===== config.mk =====
export PLATFORM = sky130hd
export DESIGN_NAME = zmb_div
export DESIGN_NICKNAME = d
export VERILOG_FILES = /design/src/rtl/zmb_pkg.sv /design/src/rtl/zmb_div.sv
export SDC_FILE = /design/constraint.sdc
export NUM_CORES = 1
export LEC_CHECK = 0
export BUFFER_PORTS_ARGS = -buffer_cell sky130_fd_sc_hd__buf_2
export CAP_MARGIN = 20
export CORE_UTILIZATION = 40
export DETAILED_ROUTE_END_ITERATION = 12
export PLACE_DENSITY_LB_ADDON = 0.15
export SLEW_MARGIN = 5
export SYNTH_ARGS = -nofsm -noshare
export SYNTH_HDL_FRONTEND = slang
export SYNTH_SLANG_ARGS = --single-unit

===== constraint.sdc =====
create_clock -name clk -period 6 [get_ports clk]
set_clock_uncertainty 0.1 [all_clocks]
set_input_delay 1.8 -clock clk [delete_from_list [all_inputs] [get_ports clk]]
set_output_delay 1.8 -clock clk [all_outputs]
set_load 0.03 [all_outputs]

===== src/rtl/zmb_pkg.sv =====
package zmb_pkg;

  localparam int MAX_WIDTH     = 256;
  localparam int MAX_HEIGHT    = 256;
  localparam int NOMINAL_STEPS = 100;
  localparam int MAX_STEPS     = 200;
  localparam int MIN_STEPS     = 3;
  localparam int CORNERS       = 4;
  localparam int COL_W         = $clog2(MAX_WIDTH);
  localparam int ROW_W         = $clog2(MAX_HEIGHT);
  localparam int ADDR_W        = COL_W + ROW_W;

  localparam logic [2:0] REG_CENTER_COL   = 3'd0;
  localparam logic [2:0] REG_CENTER_ROW   = 3'd1;
  localparam logic [2:0] REG_BLUR_FACTOR  = 3'd2;
  localparam logic [2:0] REG_IMAGE_WIDTH  = 3'd3;
  localparam logic [2:0] REG_IMAGE_HEIGHT = 3'd4;

  localparam logic KIND_LOAD  = 1'b0;
  localparam logic KIND_QUERY = 1'b1;

  typedef struct packed {
    logic        kind;
    logic [7:0]  col;
    logic [7:0]  row;
    logic [15:0] red_in;
    logic [15:0] green_in;
    logic [15:0] blue_in;
    logic [15:0] alpha_in;
  } in_word_t;

  typedef struct packed {
    logic [15:0] red_out;
    logic [15:0] green_out;
    logic [15:0] blue_out;
    logic [15:0] alpha_out;
  } out_word_t;

  typedef struct packed {
    logic        start;
    logic [31:0] dividend;
    logic [7:0]  divisor;
  } div_req_t;

  typedef struct packed {
    logic        done;
    logic [31:0] quotient;
    logic [7:0]  remainder;
  } div_rsp_t;

  typedef struct packed {
    logic        start;
    logic [63:0] radicand;
  } sqrt_req_t;

  typedef struct packed {
    logic        done;
    logic [31:0] root;
  } sqrt_rsp_t;

  typedef enum logic [4:0] {
    ST_IDLE,
    ST_VECX,
    ST_VECY,
    ST_VECD,
    ST_SQX,
    ST_SQY,
    ST_ROOT1_GO,
    ST_ROOT1_WAIT,
    ST_STEPS,
    ST_CHECK,
    ST_ROOT2_GO,
    ST_ROOT2_WAIT,
    ST_DIVX_GO,
    ST_DIVX_WAIT,
    ST_DIVY_GO,
    ST_DIVY_WAIT,
    ST_SAMPLE,
    ST_DRAIN,
    ST_DIVC_GO,
    ST_DIVC_WAIT,
    ST_FINISH
  } state_t;

endpackage


===== src/rtl/zmb_div.sv =====
// Restoring divider, one quotient bit per cycle.
module zmb_div (
  input  logic               clk,
  input  logic               rst,
  input  zmb_pkg::div_req_t  req,
  output zmb_pkg::div_rsp_t  rsp
);

  logic        running;
  logic        done;
  logic [4:0]  cnt;
  logic [31:0] dq;
  logic [7:0]  rem;
  logic [7:0]  dsr;
  logic [8:0]  trial;
  logic [8:0]  diff;
  logic        ge;

  always_comb begin
    trial = {rem, dq[31]};
    diff  = trial - {1'b0, dsr};
    ge    = trial >= {1'b0, dsr};
  end

  always_ff @(posedge clk) begin
    if (rst) begin
      running <= 1'b0;
      done    <= 1'b0;
      cnt     <= '0;
    end else begin
      done <= 1'b0;
      if (req.start) begin
        running <= 1'b1;
        cnt     <= '0;
        dq      <= req.dividend;
        rem     <= '0;
        dsr     <= req.divisor;
      end else if (running) begin
        dq  <= {dq[30:0], ge};
        rem <= ge ? diff[7:0] : trial[7:0];
        cnt <= cnt + 5'd1;
        if (cnt == 5'd31) begin
          running <= 1'b0;
          done    <= 1'b1;
        end
      end
    end
  end

  assign rsp.done      = done;
  assign rsp.quotient  = dq;
  assign rsp.remainder = rem;

endmodule


==> flow_metrics.tcl, run 1 <==
set metrics [dict create \
    place_ws_ps 2040 \
    outcome "complete, no violations" \
    reg2reg_slack_ps 3210 \
    diodes 0 \
    min_delay_worst_endpoint "cnt[1]$_SDFFE_PP0P_" \
    total_power_mw 0.860 \
    dp_hpwl_um 3510 \
    portBuffers 83 \
    yosysSeqAreaShare 0.597 \
    cp-start-kind "primary input" \
    synth_flop_cell "edfxtp_1" \
    drtIter0Drc 68 \
    postLayoutCellArea_mm2 0.00324 \
    rows 29 \
    cts-resized-gates 0 \
    final_util 0.507 \
    clockPowerShare 0.223 \
    mostFrequentLayoutCell "buf_2" \
    cts_num_sinks 55 \
    fill_cells 598 \
    setup_tns_ps 0 \
    cts_htree_levels 2 \
    crit_fanout 50 \
    fmax_mhz 311 \
    fp.dieH_um 83.4 \
    reg2reg_to "rem[3]$_SDFFCE_PP0P_" \
    io_pins 84 \
    drive_above_1_share 0.448 \
    min_period_over_period 0.536 \
    avgRoutedWirePerCell_um 14.2 \
    clk_pin_slew_ps 90 \
    maxSlewViolCount 0 \
    synth_edf_count 48 \
    syn_area_mm2 0.00265 \
    stdcell_count 356 \
    ys_ff_latch 55 \
    gp_congestion 0.812 \
    numCtsBuffers 5 \
    power_switching_mw 0.246 \
    nNetsFinal 332 \
    grt-ovfl-total 0 \
    arrival_ps 3050 \
    max-cap-violations 0 \
    cts_tree "built" \
    setup_viol 0 \
    postSynth.asyncResetShare 0 \
    routed_wl_um 5050 \
    postSynthCellCount 195 \
    place_inst 347 \
    timing.rr.start "rem[5]$_SDFFCE_PP0P_" \
    hold_violations 0 \
    dr.pass1.iters 4 \
    grt_pass1_vias 1719 \
    num_vias 1777 \
    worstPathRequired_ps 5830 \
    ant_nets 0 \
    dpl_cell_area_mm2 0.00314 \
    viasPerCell 4.99 \
    synth_warnings 0 \
    start_util 0.415 \
    insertion_delay_ps 300 \
    clockBufferDepth 2 \
    grt_usage 0.152 \
    hold_slack_ps 450 \
    r2r_cells 6 \
    die_area_mm2 0.00696 \
    rsz0062_at_grt "no" \
    ys_types 38 \
    synth_fp_nets 249 \
    syn_avg_cell_area_um2 13.6 \
    intPower_mw 0.614 \
    hold_class "flip-flop to flip-flop" \
    mostFrequentLayoutCells "buf_2, edfxtp_1, mux2_2" \
    regArea_mm2 0.00158 \
    timing_worst_setup_path_type "primary input to flip-flop" \
    leakage_nw 1.35 \
    swShare 0.286 \
    post_cts_buffers 0 \
    design.core.area_mm2 0.00639 \
    period_needed_ps 3210 \
    whs_path_depth 2 \
    slew-limit-headroom 0.344 \
    peakVddDrop_mv 0.122 \
    antenna_found_initial 0 \
    die_x_um 83.4 \
    hold_path.startpoint "cnt[1]$_SDFFE_PP0P_" \
    grt_max_degree 51 \
    seqPwrFrac 0.541 \
    multiInputGateArea_um2 997 \
    tightest_slew_ps 977 \
    drcViolationCount 0 \
    fin_ws_ps 2790 \
    holdBufCountCts 0 \
    grt_pass1_wl_um 8310 \
    synthToLayoutAreaGrowth_pct 22.2 \
    end_kind "flip-flop" \
    p_comb_frac 0.236 \
    cts_root_buf "clkbuf_8" \
    cellPowerDensity_mw_per_mm2 265 \
]
## final cells by class
| cell class | instances | area share |
|---|---|---|
| clock buffers | 6 | 0.0224 |
| inverters | 11 | 0.0127 |
| multi-input cells | 120 | 0.308 |
| repair buffers | 85 | 0.137 |
| flip-flops and latches | 55 | 0.488 |
| clock inverters | 2 | 0.00270 |
| well taps | 77 | 0.0297 |
## power by group through the flow
stage	clock network [mW]	registers, mW	logic (mW)
after floorplan	0	0.511	0.110
after global placement	0	0.475	0.202
after detailed placement	0	0.474	0.202
after CTS	0.200	0.466	0.203
after global routing	0.214	0.469	0.223
final	0.192	0.465	0.203
## logic make-up (layout without fill, tap and decap cells)
group / after synthesis / count (layout) / share of synthesized area
xor gates and xnor gates: 6 / 6 / 0.0198
and+or+nand+nor: 42 / 42 / 0.0849
AOI/OAI and AO/OA: 24 / 24 / 0.0595
muxes: 37 / 37 / 0.154
adders and majority gates: 11 / 11 / 0.0547
buffers and inverters: 20 / 104 / 0.0302
DFF: 55 / 55 / 0.597
## flip-flops by register name (all words and copies together) (netlist names)
register,cells
cnt,5
dsr,8
running,1
dq,32
rem,8
done,1
## critical path, stage by stage
cell	delay, ps
buf_2	70
buf_4	470
nor2b_1	700
## cells in the mapped netlist, types with 4 or more instances
| library cell | number | share of area |
|---|---|---|
| edfxtp_1 | 48 | 0.54 |
| mux2_2 | 31 | 0.13 |
| inv_1 | 11 | 0.016 |
| nor2_1 | 11 | 0.016 |
| ha_1 | 10 | 0.047 |
| nor3_1 | 9 | 0.017 |
| a21oi_1 | 7 | 0.013 |
| dfxtp_1 | 7 | 0.053 |
| mux2i_1 | 6 | 0.023 |
| nand2_1 | 5 | 0.0071 |
| buf_1 | 4 | 0.0057 |
| nor2b_1 | 4 | 0.0094 |
| xnor2_1 | 4 | 0.013 |
## layer usage
layer / GRT usage / share of wire / vias up
li1: - / - / 893
met1: 0.206 / 0.46 / 821
met2: 0.231 / 0.46 / 61
met3: 0.0507 / 0.073 / 2
met4: 0.0508 / 0.0059 / 0
met5: 0 / 0 / -
## worst max-delay path by stage
stage / start / endpoint / cells after the start
2_1_floorplan: req[40] / dq[0]$_DFFE_PP_ / 3
3_3_place_gp: req[40] / dq[11]$_DFFE_PP_ / 4
3_5_place_dp: req[40] / dq[10]$_DFFE_PP_ / 4
4_1_cts: req[40] / dq[4]$_DFFE_PP_ / 4
5_1_grt: req[40] / dsr[7]$_DFFE_PP_ / 3
6_report: req[40] / dsr[0]$_DFFE_PP_ / 3
No activity file was read; power rests on OpenSTA's default activity.
==> run 2, diff against run 1 <==
Settings changed: ABC_AREA from default to 1.
Clock period 6 ns to 3.2 ns, I/O delays scaled along.
==> flow_metrics.tcl, run 2 <==
set metrics [dict create \
    viasPerCell 4.50 \
    crit_fanout 14 \
    period_needed_ps 2130 \
    avgRoutedWirePerCell_um 11.7 \
    synth_edf_count 48 \
    syn_avg_cell_area_um2 8.75 \
    ys_types 27 \
    gp_congestion 0.808 \
    cts-resized-gates 0 \
    io_pins 84 \
    portBuffers 83 \
    fmax_mhz 470 \
    insertion_delay_ps 310 \
    nNetsFinal 464 \
    cts_htree_levels 2 \
    timing_worst_setup_path_type "flip-flop to flip-flop" \
    min_period_over_period 0.665 \
    fp.dieH_um 86.7 \
    reg.largest.list "dq (32), dsr (8), rem (8)" \
    design.core.area_mm2 0.00687 \
    ant_nets 0 \
    start_util 0.418 \
    cellPowerDensity_mw_per_mm2 498 \
    holdBufCountCts 0 \
    hold_class "flip-flop to flip-flop" \
    setup_tns_ps 0 \
    fin_ws_ps 1070 \
    setup_viol 0 \
    numCtsBuffers 5 \
    synth_top_area_cell "edfxtp_1" \
    cts_num_sinks 55 \
    leakage_nw 1.71 \
    yosysSeqAreaShare 0.551 \
    drcViolationCount 0 \
    grt-ovfl-total 0 \
    die_area_mm2 0.00752 \
    num_vias 2279 \
    clk_pin_slew_ps 100 \
    tightest_slew_ps 675 \
    mostFrequentLayoutCell "nand2_1" \
    regMostFlops "dq" \
    cp-start-kind "flip-flop" \
    syn_area_mm2 0.00287 \
    synth_fp_nets 382 \
    drive_above_1_share 0.290 \
    cts_root_buf "clkbuf_8" \
    synth_flop_cell "edfxtp_1" \
    synth_warnings 0 \
    synthToLayoutAreaGrowth_pct 21.8 \
    yosysMostFrequentCell "nand2_1" \
    ys_ff_latch 55 \
    peakVddDrop_mv 0.234 \
    postSynth.asyncResetShare 0 \
    maxSlewViolCount 0 \
    slew-limit-headroom 0.548 \
    diodes 0 \
    mostFrequentLayoutCells "nand2_1, buf_2, edfxtp_1" \
    outcome "complete, no violations" \
    largest_reg_flops 32 \
    grt_usage 0.169 \
    fill_cells 691 \
    worstPathRequired_ps 3170 \
    cts_tree "built" \
    postLayoutCellArea_mm2 0.00350 \
    dr.pass1.iters 4 \
    post_cts_buffers 0 \
    die_x_um 86.7 \
    end_kind "flip-flop" \
    dp_hpwl_um 4410 \
    drtIter0Drc 110 \
    rsz0062_at_grt "no" \
    synth_top_cell_area_share 0.502 \
    arrival_ps 2100 \
    synthTopCellsByArea "edfxtp_1, nand2_1, dfxtp_1" \
    postSynthCellCount 328 \
    grt_max_degree 42 \
    max-cap-violations 0 \
    grt_pass1_wl_um 9760 \
    place_ws_ps 908 \
    clockBufferDepth 2 \
    synth_commonest_cells "nand2_1, edfxtp_1, inv_1" \
    rows 30 \
    grt_pass1_vias 2190 \
    routed_wl_um 5920 \
    hold_violations 0 \
    antenna_found_initial 0 \
    dpl_cell_area_mm2 0.00338 \
]
[run 2: critical path: stages, from the launching register on]
cell	delay [ps]
edfxtp_1	460
ha_1	400
nand2_1	100
nand2_1	50
nand2_1	90
nand2_1	60
nand2_1	110
nand4_4	270
nor2_2	180
nor2_2	50
[run 2: area by class of cell]
cell class,count,area [um^2],share of cell area
Clock buffer,6,72.6,0.0208
Clock inverter,2,38.8,0.0111
Inverter,35,131,0.0376
Multi-Input combinational cell,227,1100,0.315
Sequential cell,55,1580,0.452
Tap cell,96,120,0.0344
Timing Repair Buffer,86,450,0.129
[run 2: cell families (layout without fill, tap and decap cells)]
logic type,after synthesis,in the layout,synth area share
AO/OA/AOI/OAI,10,10,0.0218
XOR/XNOR,3,3,0.00916
adder cells (fa/ha/maj),11,11,0.0506
buffers and inverters,46,129,0.0654
flip-flops,55,55,0.551
AND/OR/NAND/NOR,203,203,0.302
[run 2: through the flow]
stage           util  hold WS (ps)  std cells  total power [mW]
3_3_place_gp   0.493           354        499              1.29
3_5_place_dp   0.493           365        499              1.29
6_report       0.509           386        507              1.74
4_1_cts        0.509           389        507              1.76
2_1_floorplan      -           345        328              1.18
5_1_grt        0.509           408        507              1.83
[run 2: worst paths after layout]
kind | startpoint | endpoint | depth (start not counted) | slack, ps
max | rem[1]$_SDFFCE_PP0P_ | rem[4]$_SDFFCE_PP0P_ | 9 | 1070
min | cnt[4]$_SDFFE_PP0P_ | cnt[4]$_SDFFE_PP0P_ | 2 | 390
max reg2reg | rem[1]$_SDFFCE_PP0P_ | rem[4]$_SDFFCE_PP0P_ | 9 | 1070
min reg2reg | cnt[4]$_SDFFE_PP0P_ | cnt[4]$_SDFFE_PP0P_ | 2 | 390
[run 2: report_power, final]
part	leakage, nW	total (mW)	switching [mW]	internal [mW]
clock	0.0558	0.466	0.230	0.237
combinational	1.14	0.403	0.266	0.137
sequential	0.518	0.871	0.0291	0.842
total	1.71	1.74	0.525	1.22
[run 2: metal layers]
metal | track usage | vias up | routed length, um
li1 | - | 1199 | -
met1 | 0.217 | 1032 | 2820
met2 | 0.281 | 41 | 2760
met3 | 0.0371 | 7 | 233
met4 | 0.0636 | 0 | 106
met5 | 0 | - | 0
==> run 3, diff against run 2 <==
Clock period 3.2 ns to 1.9 ns, I/O delays scaled along.
==> flow_metrics.tcl, run 3 (synthesized netlist as in run 2, its figures left out) <==
set metrics [dict create \
    clockBufferDepth 2 \
    maxSlewViolCount 0 \
    numCtsBuffers 5 \
    path_common_cell "nand2_1" \
    tightest_slew_ps 322 \
    rows 30 \
    die_area_mm2 0.00752 \
    clockPowerShare 0.216 \
    cp_cell_sequence "ha_4 -> nand2_1 -> nor2_1 -> nand3_2 -> nand4_4 -> buf_4 -> nand2_1 -> nand2_1 -> nor2_2" \
    arrival_ps 1890 \
    cts_root_buf "clkbuf_8" \
    die_x_um 86.7 \
    cp-start-kind "flip-flop" \
    multiInputGateArea_mm2 0.00127 \
    hold_violations 0 \
    grt_pass1_wl_um 10800 \
    io_pins 84 \
    fp.dieH_um 86.7 \
    holdBufCountCts 0 \
    slowest_delay_ps 440 \
    reg.largest.list "dq (32), dsr (8), rem (8)" \
    cts_htree_levels 2 \
    synthToLayoutAreaGrowth_pct 32.8 \
    mostFrequentLayoutCells "nand2_1, buf_2, edfxtp_1" \
    grt_pass1_vias 2382 \
    grt_max_degree 26 \
    violations "setup timing" \
    start_util 0.418 \
    peakVddDrop_mv 0.342 \
    fmax_mhz 522 \
    max-cap-violations 0 \
    fill_cells 683 \
    regMostFlops "dq" \
    insertion_delay_ps 310 \
    mostFrequentLayoutCell "nand2_1" \
    drtIter0Drc 74 \
    viasPerCell 4.53 \
    drcViolationCount 0 \
    dp_hpwl_um 4860 \
    path_delay_family "simple AND/OR/NAND/NOR gates" \
    fin_ws_ps -16.3 \
    setup_tns_ps -21.2 \
    seqPwrFrac 0.493 \
    cts_num_sinks 55 \
    ant_nets 0 \
    routed_wl_um 6560 \
    power_switching_mw 0.954 \
    end_kind "flip-flop" \
    grt_usage 0.185 \
    drive_above_1_share 0.380 \
    p_comb_frac 0.291 \
    swShare 0.321 \
    nNetsFinal 485 \
    setup_viol 2 \
    cts_tree "built" \
    antenna_found_initial 0 \
    grt-ovfl-total 0 \
    period_needed_ps 1920 \
    diodes 0 \
    crit_buf_inv 1 \
    largest_reg_flops 32 \
    regArea_mm2 0.00158 \
    hold_class "primary input to flip-flop" \
    design.core.area_mm2 0.00687 \
    intPower_mw 2.02 \
    hold_slack_ps 331 \
    leakage_nw 1.80 \
    dr.pass1.iters 4 \
    num_vias 2390 \
    outcome "finished, violations left" \
    crit_fanout 5 \
    worstPathRequired_ps 1870 \
    rsz0062_at_grt "yes" \
    gp_congestion 0.868 \
    avgRoutedWirePerCell_um 12.4 \
    cellPowerDensity_mw_per_mm2 780 \
    timing_worst_setup_path_type "flip-flop to flip-flop" \
    slew-limit-headroom 0.785 \
    clk_pin_slew_ps 100 \
    portBuffers 83 \
    min_period_over_period 1.01 \
    cpMaxStageDelayCell "edfxtp_1" \
]
==> run 3: final timing paths <==
kind	from	endpoint	depth (start not counted)	slack, ps
worst max-delay path	rem[2]$_SDFFCE_PP0P_	rem[1]$_SDFFCE_PP0P_	9	-20
worst min-delay path	req[7]	dsr[7]$_DFFE_PP_	1	330
worst max register to register	rem[2]$_SDFFCE_PP0P_	rem[1]$_SDFFCE_PP0P_	9	-20
worst min register to register	cnt[4]$_SDFFE_PP0P_	cnt[4]$_SDFFE_PP0P_	2	390
==> run 3: power by group through the flow <==
stage                     Sequential [mW]  Combinational [mW]  Clock [mW]
final                                1.47               0.867       0.642
after CTS                            1.47               0.836       0.669
after global routing                 1.47               0.957       0.706
after detailed placement             1.49               0.801           0
after global placement               1.49               0.791           0
after floorplan                      1.61               0.447           0
==> run 3: metrics by stage <==
step / cells / area, um^2 / power (mW) / util / setup slack [ps]
4_1_cts: 527 / 3750 / 2.97 / 0.547 / 24.1
3_3_place_gp: 514 / 3620 / 2.28 / 0.527 / -60.2
2_1_floorplan: 328 / 3020 / 2.06 / - / -63.4
3_5_place_dp: 514 / 3620 / 2.29 / 0.527 / -58.7
6_report: 528 / 3810 / 2.98 / 0.555 / -16.3
5_1_grt: 528 / 3810 / 3.14 / 0.555 / -111
==> run 3: metal layers <==
metal | wire (um) | part of all wire | vias up | GRT usage
met5 | 0 | 0 | - | 0
met2 | 3090 | 0.47 | 64 | 0.313
met1 | 3010 | 0.46 | 1072 | 0.240
met4 | 103 | 0.016 | 0 | 0.0439
met3 | 363 | 0.055 | 11 | 0.0467
li1 | - | - | 1243 | -
==> run 3: cell type report <==
type | count | share of cell area
Inverter | 35 | 0.0354
Clock inverter | 2 | 0.00328
Tap cell | 96 | 0.0315
Timing Repair Buffer | 107 | 0.164
Sequential cell | 55 | 0.415
Clock buffer | 6 | 0.0190
Multi-Input combinational cell | 227 | 0.332
==> run 3: repair_timing <==
action / in CTS / in global routing
pin swaps: 0 / 3
gates resized for setup: 0 / 14
setup endpoints to repair: 7 / 9
setup buffers: 5 / 1
