[src/rtl/zmb_pkg.sv]
package zmb_pkg;

  localparam int MAX_WIDTH     = 256;
  localparam int MAX_HEIGHT    = 256;
  localparam int NOMINAL_STEPS = 100;
  localparam int MAX_STEPS     = 200;
  localparam int MIN_STEPS     = 3;
  localparam int CORNERS       = 4;
  localparam int COL_W         = $clog2(MAX_WIDTH);
  localparam int ROW_W         = $clog2(MAX_HEIGHT);
  localparam int ADDR_W        = COL_W + ROW_W;

  localparam logic [2:0] REG_CENTER_COL   = 3'd0;
  localparam logic [2:0] REG_CENTER_ROW   = 3'd1;
  localparam logic [2:0] REG_BLUR_FACTOR  = 3'd2;
  localparam logic [2:0] REG_IMAGE_WIDTH  = 3'd3;
  localparam logic [2:0] REG_IMAGE_HEIGHT = 3'd4;

  localparam logic KIND_LOAD  = 1'b0;
  localparam logic KIND_QUERY = 1'b1;

  typedef struct packed {
    logic        kind;
    logic [7:0]  col;
    logic [7:0]  row;
    logic [15:0] red_in;
    logic [15:0] green_in;
    logic [15:0] blue_in;
    logic [15:0] alpha_in;
  } in_word_t;

  typedef struct packed {
    logic [15:0] red_out;
    logic [15:0] green_out;
    logic [15:0] blue_out;
    logic [15:0] alpha_out;
  } out_word_t;

  typedef struct packed {
    logic        start;
    logic [31:0] dividend;
    logic [7:0]  divisor;
  } div_req_t;

  typedef struct packed {
    logic        done;
    logic [31:0] quotient;
    logic [7:0]  remainder;
  } div_rsp_t;

  typedef struct packed {
    logic        start;
    logic [63:0] radicand;
  } sqrt_req_t;

  typedef struct packed {
    logic        done;
    logic [31:0] root;
  } sqrt_rsp_t;

  typedef enum logic [4:0] {
    ST_IDLE,
    ST_VECX,
    ST_VECY,
    ST_VECD,
    ST_SQX,
    ST_SQY,
    ST_ROOT1_GO,
    ST_ROOT1_WAIT,
    ST_STEPS,
    ST_CHECK,
    ST_ROOT2_GO,
    ST_ROOT2_WAIT,
    ST_DIVX_GO,
    ST_DIVX_WAIT,
    ST_DIVY_GO,
    ST_DIVY_WAIT,
    ST_SAMPLE,
    ST_DRAIN,
    ST_DIVC_GO,
    ST_DIVC_WAIT,
    ST_FINISH
  } state_t;

endpackage

[src/rtl/zmb_sqrt.sv]
// Digit-by-digit integer square root, one result bit per cycle.
module zmb_sqrt (
  input  logic                clk,
  input  logic                rst,
  input  zmb_pkg::sqrt_req_t  req,
  output zmb_pkg::sqrt_rsp_t  rsp
);

  logic        running;
  logic        done;
  logic [4:0]  cnt;
  logic [63:0] v;
  logic [63:0] res;
  logic [63:0] probe;
  logic [63:0] trial;
  logic        ge;

  always_comb begin
    trial = res + probe;
    ge    = v >= trial;
  end

  always_ff @(posedge clk) begin
    if (rst) begin
      running <= 1'b0;
      done    <= 1'b0;
      cnt     <= '0;
    end else begin
      done <= 1'b0;
      if (req.start) begin
        running <= 1'b1;
        cnt     <= '0;
        v       <= req.radicand;
        res     <= '0;
        probe   <= 64'h4000_0000_0000_0000;
      end else if (running) begin
        if (ge) begin
          v   <= v - trial;
          res <= (res >> 1) + probe;
        end else begin
          res <= res >> 1;
        end
        probe <= probe >> 2;
        cnt   <= cnt + 5'd1;
        if (cnt == 5'd31) begin
          running <= 1'b0;
          done    <= 1'b1;
        end
      end
    end
  end

  assign rsp.done = done;
  assign rsp.root = res[31:0];

endmodule

[config.mk]
export PLATFORM = sky130hd
export DESIGN_NAME = zmb_sqrt
export DESIGN_NICKNAME = d
export VERILOG_FILES = /design/src/rtl/zmb_pkg.sv /design/src/rtl/zmb_sqrt.sv
export SDC_FILE = /design/constraint.sdc
export NUM_CORES = 1
export LEC_CHECK = 0
export ABC_AREA = 1
export BUFFER_PORTS_ARGS = -buffer_cell sky130_fd_sc_hd__buf_2
export CAP_MARGIN = 20
export CELL_PAD_IN_SITES_DETAIL_PLACEMENT = 0
export CELL_PAD_IN_SITES_GLOBAL_PLACEMENT = 2
export CORE_UTILIZATION = 34
export CTS_BUF_LIST = sky130_fd_sc_hd__clkbuf_8
export DETAILED_ROUTE_END_ITERATION = 16
export PLACE_DENSITY = 0.85
export SYNTH_ARGS = -nofsm -noshare
export SYNTH_HDL_FRONTEND = slang
export SYNTH_SLANG_ARGS = --single-unit
[constraint.sdc]
create_clock -name clk -period 11.1 [get_ports clk]
set_clock_uncertainty 0.1 [all_clocks]
set_input_delay 1.11 -clock clk [delete_from_list [all_inputs] [get_ports clk]]
set_output_delay 1.11 -clock clk [all_outputs]
set_load 0.05 [all_outputs]
==> flow_summary.json, run 1 <==
{
  "pwr-share-comb_pct": 56.2,
  "cts_root_buffer": "clkbuf_8",
  "slew-limit-headroom_pct": 42.6,
  "status": "finished clean",
  "met2_usage_pct": 45.9,
  "leakagePower_uw": 0.0114,
  "busiest_layer": "met2",
  "grt_pass1_wl_um": 121000,
  "worstMarginPinSlew_ns": 0.860,
  "grt_max_degree": 73,
  "avgViaCountPerCell": 4.91,
  "ant_nets": 0,
  "netlist_instances": 3516,
  "drt_iter0_markers": 1445,
  "max_freq_ghz": 0.167,
  "nNetsFinal": 3766,
  "cts_made_buffers": 17,
  "critPathMaxFanout": 34,
  "yosysSeqAreaShare_pct": 24.1,
  "clk_path_buf_depth": 2,
  "worstPathRequired_ns": 11.23,
  "dieHeight_um": 248,
  "fp.dieW_um": 248,
  "start_util_pct": 34.6,
  "dp_hpwl_um": 67900,
  "min_period_over_period_pct": 53.8,
  "synth_fp_nets": 3716,
  "setup-tns-final_ns": 0,
  "cap_violations": 0,
  "drv_slew": 0,
  "portBuffers": 99,
  "antenna_found_initial": 0,
  "rsz0062_at_grt": "no",
  "clkPwrFrac_pct": 15.3,
  "seq_power_share_pct": 28.5,
  "pin_count": 100,
  "cts_tree": "yes",
  "powerDensity_nw_per_um2": 145,
  "n_fill_cell": 6822,
  "rr_worst_depth": 20,
  "rows": 89,
  "synth-async-reset-ratio_pct": 0,
  "worstSkewPairLatency_ns": 0.60,
  "grt_pass1_vias": 20971,
  "syn_to_final_growth_pct": 7.23,
  "path_class": "reg -> reg",
  "setup_violations": 0,
  "dr.pass1.iters": 6,
  "worstSetupStartpointType": "register",
  "finalHoldViolCount": 0,
  "irDropWorstVdd_mv": 0.0914,
  "ctsHoldBuffers": 0,
  "wl_per_cell_um": 18.6,
  "num_vias": 21377,
  "use_met1_pct": 34.6,
  "min_period_ns": 5.97,
  "dieArea_um2": 61400,
  "synth-edff-count": 160,
  "syn_area_um2": 20600,
  "grt_use_met3_pct": 2.01,
  "ctsResizeCount": 0,
  "core-area_um2": 59400,
  "drc": 0,
  "post_cts_buffers": 0,
  "yosysUniqueCellTypes": 44,
  "internal_power_uw": 1540,
  "path_clk_slew_ns": 0.12,
  "synth_ff_type": "edfxtp_1",
  "clock_sinks": 167,
  "utilization_pct": 37.1,
  "end_kind": "register",
  "drive_above_1_share_pct": 5.31,
  "p_sw_share_pct": 51.9,
  "place_congestion": 0.919,
  "yosys_warnings": 0,
  "switching_power_uw": 1660,
  "grt_use_total_pct": 26.7,
  "synth_area_per_cell_um2": 5.85,
  "whs_path_depth": 2,
  "synth-seq-cells": 167,
  "cp.arrival_ns": 6.11,
  "drt_wl_total_um": 81000,
  "overflow": 0,
  "hold_class": "reg -> reg",
  "htree_levels": 4
}
per-layer routing:
metal	vias to the layer above	wire, µm
met2	418	38200
met5	-	0
met4	0	2640
met3	114	2640
li1	11099	-
met1	9746	37500
layout make-up:
class	count	area (µm²)	area share, %
multi-input cells	2701	13000	59.0
flip-flops and latches	167	4940	22.4
well taps	773	967	4.39
diodes	1	2.50	0.0114
repair buffers	107	558	2.53
clock inverters	15	180	0.818
clock buffers	17	234	1.06
inverters	572	2150	9.74
synth_stat cells (29+ instances only):
cell type     n  area, µm²
a21oi_1     144        721
buf_4        33        248
edfxtp_1    160       4800
ha_1        132       1650
inv_1       564       2120
nand2_1    1434       5380
nand3_1     209       1050
nand3b_1     29        218
nor2_1      341       1280
nor3_1       42        210
o21ai_0     129        646
xnor2_1      58        508
xor2_1       45        394
worst max-delay path: stages (launching register included):
cell	delay, ns
edfxtp_1	0.56
ha_1	0.48
nand2_1	0.11
o21ai_0	0.25
nand2_1	0.09
o21ai_0	0.47
a21oi_1	0.08
o21ai_0	0.31
xnor2_1	0.19
ha_1	0.40
nand2_1	0.12
nor2_1	0.24
nand2_1	0.12
nor2_2	0.14
nand4_1	0.16
nand3_1	0.20
nand2_2	0.11
nand2_2	0.13
o21ai_0	0.12
inv_2	0.64
buf_4	0.56
state kept, by name, indices dropped and copies added, names as in the netlist:
name / cells
res: 64
v: 64
probe: 32
cnt: 5
done: 1
running: 1
stage by stage:
| step | area [µm²] | hold WS (ns) | cells | total power (µW) | setup WS, ns |
|---|---|---|---|---|---|
| 2_1_floorplan | 20600 | 0.345 | 3516 | 2180 | 2.30 |
| 3_3_place_gp | 21600 | 0.361 | 4320 | 2710 | 4.97 |
| 3_5_place_dp | 21600 | 0.369 | 4320 | 2710 | 4.95 |
| 4_1_cts | 22000 | 0.386 | 4352 | 3210 | 4.97 |
| 5_1_grt | 22000 | 0.399 | 4352 | 3460 | 4.69 |
| 6_report | 22000 | 0.381 | 4353 | 3200 | 5.13 |
power by group through the flow:
stage | Combinational, µW | Sequential, µW | Clock (µW)
after floorplan | 1310 | 868 | 0
after global placement | 1790 | 920 | 0
after detailed placement | 1780 | 921 | 0
after CTS | 1790 | 908 | 507
after global routing | 2020 | 919 | 519
final | 1800 | 910 | 490
cells by family (layout without fill, tap and decap cells):
family	Yosys count	after routing	synth area share, %
compound gates	319	319	8.28
xor+xnor	103	103	4.39
fa+ha+maj	133	133	8.13
buf+inv	648	711	12.7
flops	167	167	24.1
other cells	0	1	0
simple gates	2146	2146	42.4
layout by cell type, fill, tap and decap left out, types with 29 or more instances in the layout:
cell	count
nor3_1	42
nand2_1	1434
a21oi_1	143
ha_1	132
edfxtp_1	160
nand3b_1	29
buf_2	98
xnor2_1	58
xor2_1	45
inv_1	563
nand3_1	209
nor2_1	341
o21ai_0	129
final timing paths:
check	end	from	slack, ns
hold reg to reg	cnt[4]	cnt[4]	0.38
hold / removal	cnt[4]	cnt[4]	0.38
setup / recovery	v[13]	res[22]	5.13
setup reg to reg	v[13]	res[22]	5.13
Power figures use the tool's default switching activity.
==> run 2, diff against run 1 <==
- ABC_AREA: 1 -> 0
- CORE_UTILIZATION: 34 -> 36
- PLACE_DENSITY: 0.85 -> 0.82
- clock period: 11.1 -> 5.37 ns (I/O delays scaled with it)
==> flow_summary.json, run 2 <==
{
  "rows": 74,
  "path_clk_slew_ns": 0.11,
  "grt_pass1_wl_um": 76500,
  "synth_top_cell_area_share_pct": 31.7,
  "violations": "negative setup slack",
  "syn_to_final_growth_pct": 31.7,
  "yosys.area.top_type": "edfxtp_1",
  "worstSetupStartpointType": "register",
  "antenna_found_initial": 1,
  "hold_class": "in -> reg",
  "yosysUniqueCellTypes": 75,
  "ant_nets": 0,
  "synth-async-reset-ratio_pct": 0,
  "dp_hpwl_um": 36100,
  "setup_violations": 131,
  "synth-edff-count": 160,
  "crit_slowest_cell": "edfxtp_1",
  "drt_iter0_markers": 734,
  "mostFrequentLayoutCell": "buf_4",
  "place_congestion": 0.926,
  "synth_ff_type": "edfxtp_1",
  "end_kind": "register",
  "yosys_warnings": 0,
  "worstSkewPairLatency_ns": 0.54,
  "reg_top3": "res x64, v x64, probe x32",
  "synth_common_cells": "nand2_1 (227), o21ai_0 (165), edfxtp_1 (160)",
  "cts_root_buffer": "clkbuf_8",
  "utilization_pct": 48.5,
  "grt_use_total_pct": 22.5,
  "start_util_pct": 36.8,
  "yosysSeqAreaShare_pct": 32.6,
  "pin_count": 100,
  "fin_ws_ns": -0.275,
  "register_area_um2": 4940,
  "drc": 0,
  "dr.pass1.iters": 7,
  "dieArea_um2": 43000,
  "clock_sinks": 167,
  "worstMarginPinSlew_ns": 0.721,
  "leakagePower_uw": 0.00808,
  "cts_made_buffers": 17,
  "startpoint": "res[18]",
  "cp.arrival_ns": 5.95,
  "setup-tns-final_ns": -22.67,
  "drv_slew": 0,
  "most-common-layout-cells": "buf_4 (285), nand2_1 (213), edfxtp_1 (160), o21ai_0 (129), ha_1 (123)",
  "crit_path_cell_trace": "ha_1, nand4_1, buf_4, or3_1, o41a_1, o21bai_2, a21oi_2, o21bai_2, a41oi_2, o21bai_1, xnor2_1, ha_1, nand4_1, nor2_2, nand3_1, or4_4, o31a_1, buf_12, buf_8, or3_1, or3_1, nand3_1",
  "critPathMaxFanout": 5,
  "portBuffers": 99,
  "timing.rr.start": "res[18]",
  "synth_area_per_cell_um2": 8.64,
  "clk_path_buf_depth": 2,
  "wl_per_cell_um": 18.9,
  "ctsHoldBuffers": 0,
  "status": "finished with violations",
  "grt_max_degree": 163,
  "dpl_worst_slack_ns": -0.458,
  "netlist_instances": 1756,
  "powerDensity_nw_per_um2": 348,
  "irDropWorstVdd_mv": 0.262,
  "grt_pass1_vias": 14469,
  "slew-limit-headroom_pct": 51.8,
  "htree_levels": 4,
  "critPathMaxStageDelay_ns": 0.44,
  "diodes": 0,
  "path_class": "reg -> reg",
  "cts_tree": "yes",
  "synth-seq-cells": 167,
  "core-area_um2": 41200,
  "n_fill_cell": 3951,
  "max_freq_ghz": 0.177,
  "overflow": 0,
  "drt_wl_total_um": 50100,
  "synth.most_common_cell": "nand2_1",
  "syn_area_um2": 15200,
  "synth_area_leaders": "edfxtp_1 (32%), ha_1 (11%), nand2_1 (5.6%)",
  "cap_violations": 0,
  "multi_input_area_um2": 10500,
  "rsz0062_at_grt": "yes",
  "nNetsFinal": 2303,
  "fp.dieW_um": 207,
  "finalHoldViolCount": 0,
  "avgViaCountPerCell": 5.52,
  "dieHeight_um": 207,
  "hp-start": "rst",
  "min_period_over_period_pct": 105,
  "path_common_cell": "or3_1",
  "num_vias": 14605,
  "worstPathRequired_ns": 5.68,
  "min_period_ns": 5.64,
  "synth_fp_nets": 1956,
  "drive_above_1_share_pct": 30.6
}
[run 2: report_power, final]
part,internal [µW],switching (µW),leakage [µW]
sequential,1660,127,0.00160
combinational,1980,2240,0.00629
clock,376,578,0.000185
total,4010,2940,0.00808
[run 2: layer usage]
| metal | vias up | GRT usage (%) | routed length [µm] |
|---|---|---|---|
| li1 | 7174 | - | - |
| met1 | 7029 | 25.9 | 20900 |
| met2 | 314 | 42.1 | 25800 |
| met3 | 86 | 3.36 | 1800 |
| met4 | 2 | 7.39 | 1490 |
| met5 | - | 0 | 10 |
[run 2: worst max-delay path, delay by kind of cell, from the launching register on]
kind | cells | cell delay (ns)
AOI/OAI and AO/OA | 7 | 1.64
xor gates and xnor gates | 1 | 0.14
adders and majority gates | 2 | 0.74
buffers and inverters | 3 | 0.45
DFF | 1 | 0.44
and+or+nand+nor | 9 | 1.99
[run 2: final cells by class]
cell class,instances,share of cell area (%)
multi-input combinational,1455,52.4
sequential,167,24.7
timing repair buffer,424,17.0
tap,532,3.33
clock buffer,17,1.17
inverter,38,0.714
clock inverter,15,0.708
[run 2: cells by family after synthesis]
family | count (synthesis) | share of synthesized area, %
flops | 167 | 32.6
xor+xnor | 170 | 9.81
compound gates | 579 | 24.5
fa+ha+maj | 133 | 11.0
simple gates | 567 | 17.4
mux | 6 | 0.429
buf+inv | 134 | 4.26
[run 2: final timing paths]
| kind | to | slack (ns) | depth (start not counted) |
|---|---|---|---|
| worst max-delay path | res[47] | -0.27 | 22 |
| worst min-delay path | running | 0.13 | 2 |
| worst max register to register | res[47] | -0.27 | 22 |
| worst min register to register | cnt[4] | 0.42 | 2 |
[run 2: stage by stage]
| step | total power [µW] | hold WS [ns] | cell area [µm²] | instances |
|---|---|---|---|---|
| floorplan | 4020 | 0.367 | 15300 | 1756 |
| global placement | 5250 | 0.385 | 17900 | 2544 |
| detailed placement | 5270 | 0.395 | 17900 | 2544 |
| CTS | 6560 | 0.0979 | 19200 | 2631 |
| global route | 7400 | 0.0958 | 20000 | 2648 |
| finish | 6950 | 0.127 | 20000 | 2648 |
[run 2: what timing repair did]
action	4_1_cts	5_1_grt
buffers inserted	48	15
gates resized for setup	89	149
pin swaps	46	74
endpoints found under the setup margin	140	153
cloned	7	9
==> run 3, diff against run 2 <==
- MAX_ROUTING_LAYER: unset -> met4
==> flow_summary.json, run 3 (synthesized netlist as in run 2, its figures left out) <==
{
  "status": "finished with violations",
  "violations": "negative setup slack",
  "power_uw": 6810,
  "avgViaCountPerCell": 5.43,
  "cap_violations": 0,
  "ctsHoldBuffers": 0,
  "grt_pass1_vias": 14419,
  "cts_root_buffer": "clkbuf_8",
  "cts_made_buffers": 17,
  "min_period_ns": 5.63,
  "rsz0062_at_grt": "yes",
  "pwr-share-comb_pct": 59.9,
  "place_area_um2": 18000,
  "drive_above_1_share_pct": 30.3,
  "dr.pass1.iters": 5,
  "start_util_pct": 36.8,
  "drc": 0,
  "dieArea_um2": 43000,
  "leakagePower_uw": 0.00800,
  "worstSkewPairLatency_ns": 0.52,
  "n_fill_cell": 4013,
  "most-common-layout-cells": "buf_4 (292), nand2_1 (210), edfxtp_1 (160), ha_1 (125), o21ai_0 (120)",
  "grt_pass1_wl_um": 76700,
  "path_clk_slew_ns": 0.10,
  "hold_class": "in -> reg",
  "wl_per_cell_um": 18.4,
  "nNetsFinal": 2308,
  "fp.dieW_um": 207,
  "irDropWorstVdd_mv": 0.266,
  "drv_slew": 0,
  "worstPathRequired_ns": 5.51,
  "core-area_um2": 41200,
  "finalHoldViolCount": 0,
  "clock_sinks": 167,
  "slew-limit-headroom_pct": 41.6,
  "setup_violations": 128,
  "cp.arrival_ns": 5.77,
  "seq_power_share_pct": 26.2,
  "min_period_over_period_pct": 105,
  "critPathMaxFanout": 8,
  "whs_ns": 0.139,
  "final_cell_area_um2": 19800,
  "drt_iter0_markers": 778,
  "syn_to_final_growth_pct": 30.5,
  "setup-tns-final_ns": -24.32,
  "portBuffers": 99,
  "clk_path_buf_depth": 2,
  "place_congestion": 0.914,
  "dp_hpwl_um": 36400,
  "reg_top3": "res x64, v x64, probe x32",
  "grt_max_degree": 187,
  "mostFrequentLayoutCell": "buf_4",
  "pin_count": 100,
  "num_vias": 14404,
  "worstMarginPinSlew_ns": 0.876,
  "overflow": 0,
  "cts_tree": "yes",
  "diodes": 0,
  "powerDensity_nw_per_um2": 344,
  "max_freq_ghz": 0.178,
  "p_sw_share_pct": 42.0,
  "htree_levels": 4,
  "dieHeight_um": 207,
  "ant_nets": 0,
  "internal_power_uw": 3950,
  "worstSetupStartpointType": "register",
  "rows": 74,
  "antenna_found_initial": 0,
  "grt_use_total_pct": 23.2,
  "drt_wl_total_um": 48800,
  "end_kind": "register",
  "clkPwrFrac_pct": 13.9,
  "fin_ws_ns": -0.257,
  "path_class": "reg -> reg",
  "switching_power_uw": 2860
}
run 3: power groups by stage:
stage | Combinational (µW) | Sequential [µW] | Clock [µW]
after floorplan | 2230 | 1790 | 0
after global placement | 3520 | 1800 | 0
after detailed placement | 3540 | 1810 | 0
after CTS | 3930 | 1780 | 970
after global routing | 4460 | 1800 | 1010
final | 4080 | 1780 | 947
run 3: timing repair:
item / in CTS / in global routing
pin swaps: 53 / 91
setup buffers: 50 / 21
cloned: 8 / 4
gates resized for setup: 110 / 104
setup endpoints to repair: 141 / 155
run 3: worst paths after layout:
path | to | from | cells past startpoint | slack, ns
worst min-delay path | running | rst | 2 | 0.14
worst max-delay path | v[16] | res[8] | 21 | -0.26
worst min register to register | cnt[4] | cnt[4] | 2 | 0.42
worst max register to register | v[16] | res[8] | 21 | -0.26
run 3: stage by stage:
| step | setup WS (ns) | instances | utilization [%] |
|---|---|---|---|
| 6_report | -0.257 | 2653 | 48.1 |
| 5_1_grt | -0.445 | 2653 | 48.1 |
| 4_1_cts | -0.227 | 2644 | 47.2 |
| 3_5_place_dp | -0.486 | 2554 | 43.8 |
| 3_3_place_gp | -0.439 | 2554 | 43.8 |
| 2_1_floorplan | -4.54 | 1756 | - |
run 3: per-layer routing:
layer  track usage, %  routed length [µm]  up-vias
li1                 -                   -     7191
met1             25.9               20500     6901
met2             42.9               26000      261
met3             3.21                1470       51
met4             6.25                 853        0
met5                -                   0        -
run 3: cell type report:
| cell class | instances | area (µm²) | area share (%) |
|---|---|---|---|
| sequential | 167 | 4940 | 25.0 |
| clock buffer | 17 | 234 | 1.18 |
| clock inverter | 15 | 144 | 0.727 |
| multi-input combinational | 1455 | 10300 | 52.0 |
| inverter | 38 | 143 | 0.720 |
| timing repair buffer | 429 | 3370 | 17.0 |
| tap | 532 | 666 | 3.36 |
run 3: critical path: stages, from the launching register on:
cell and delay [ns]:
edfxtp_1 0.42, ha_1 0.37, nand4_1 0.22, o21ai_4 0.26
a31oi_4 0.14, o41a_1 0.47, o21bai_2 0.18, a21oi_2 0.11
o21bai_2 0.23, a41oi_2 0.19, buf_4 0.19, o21bai_1 0.15
xnor2_1 0.11, ha_1 0.34, nand4_1 0.17, buf_4 0.19
or4_4 0.48, o31a_1 0.31, buf_12 0.17, a21boi_4 0.21
clkbuf_16 0.21, buf_12 0.14
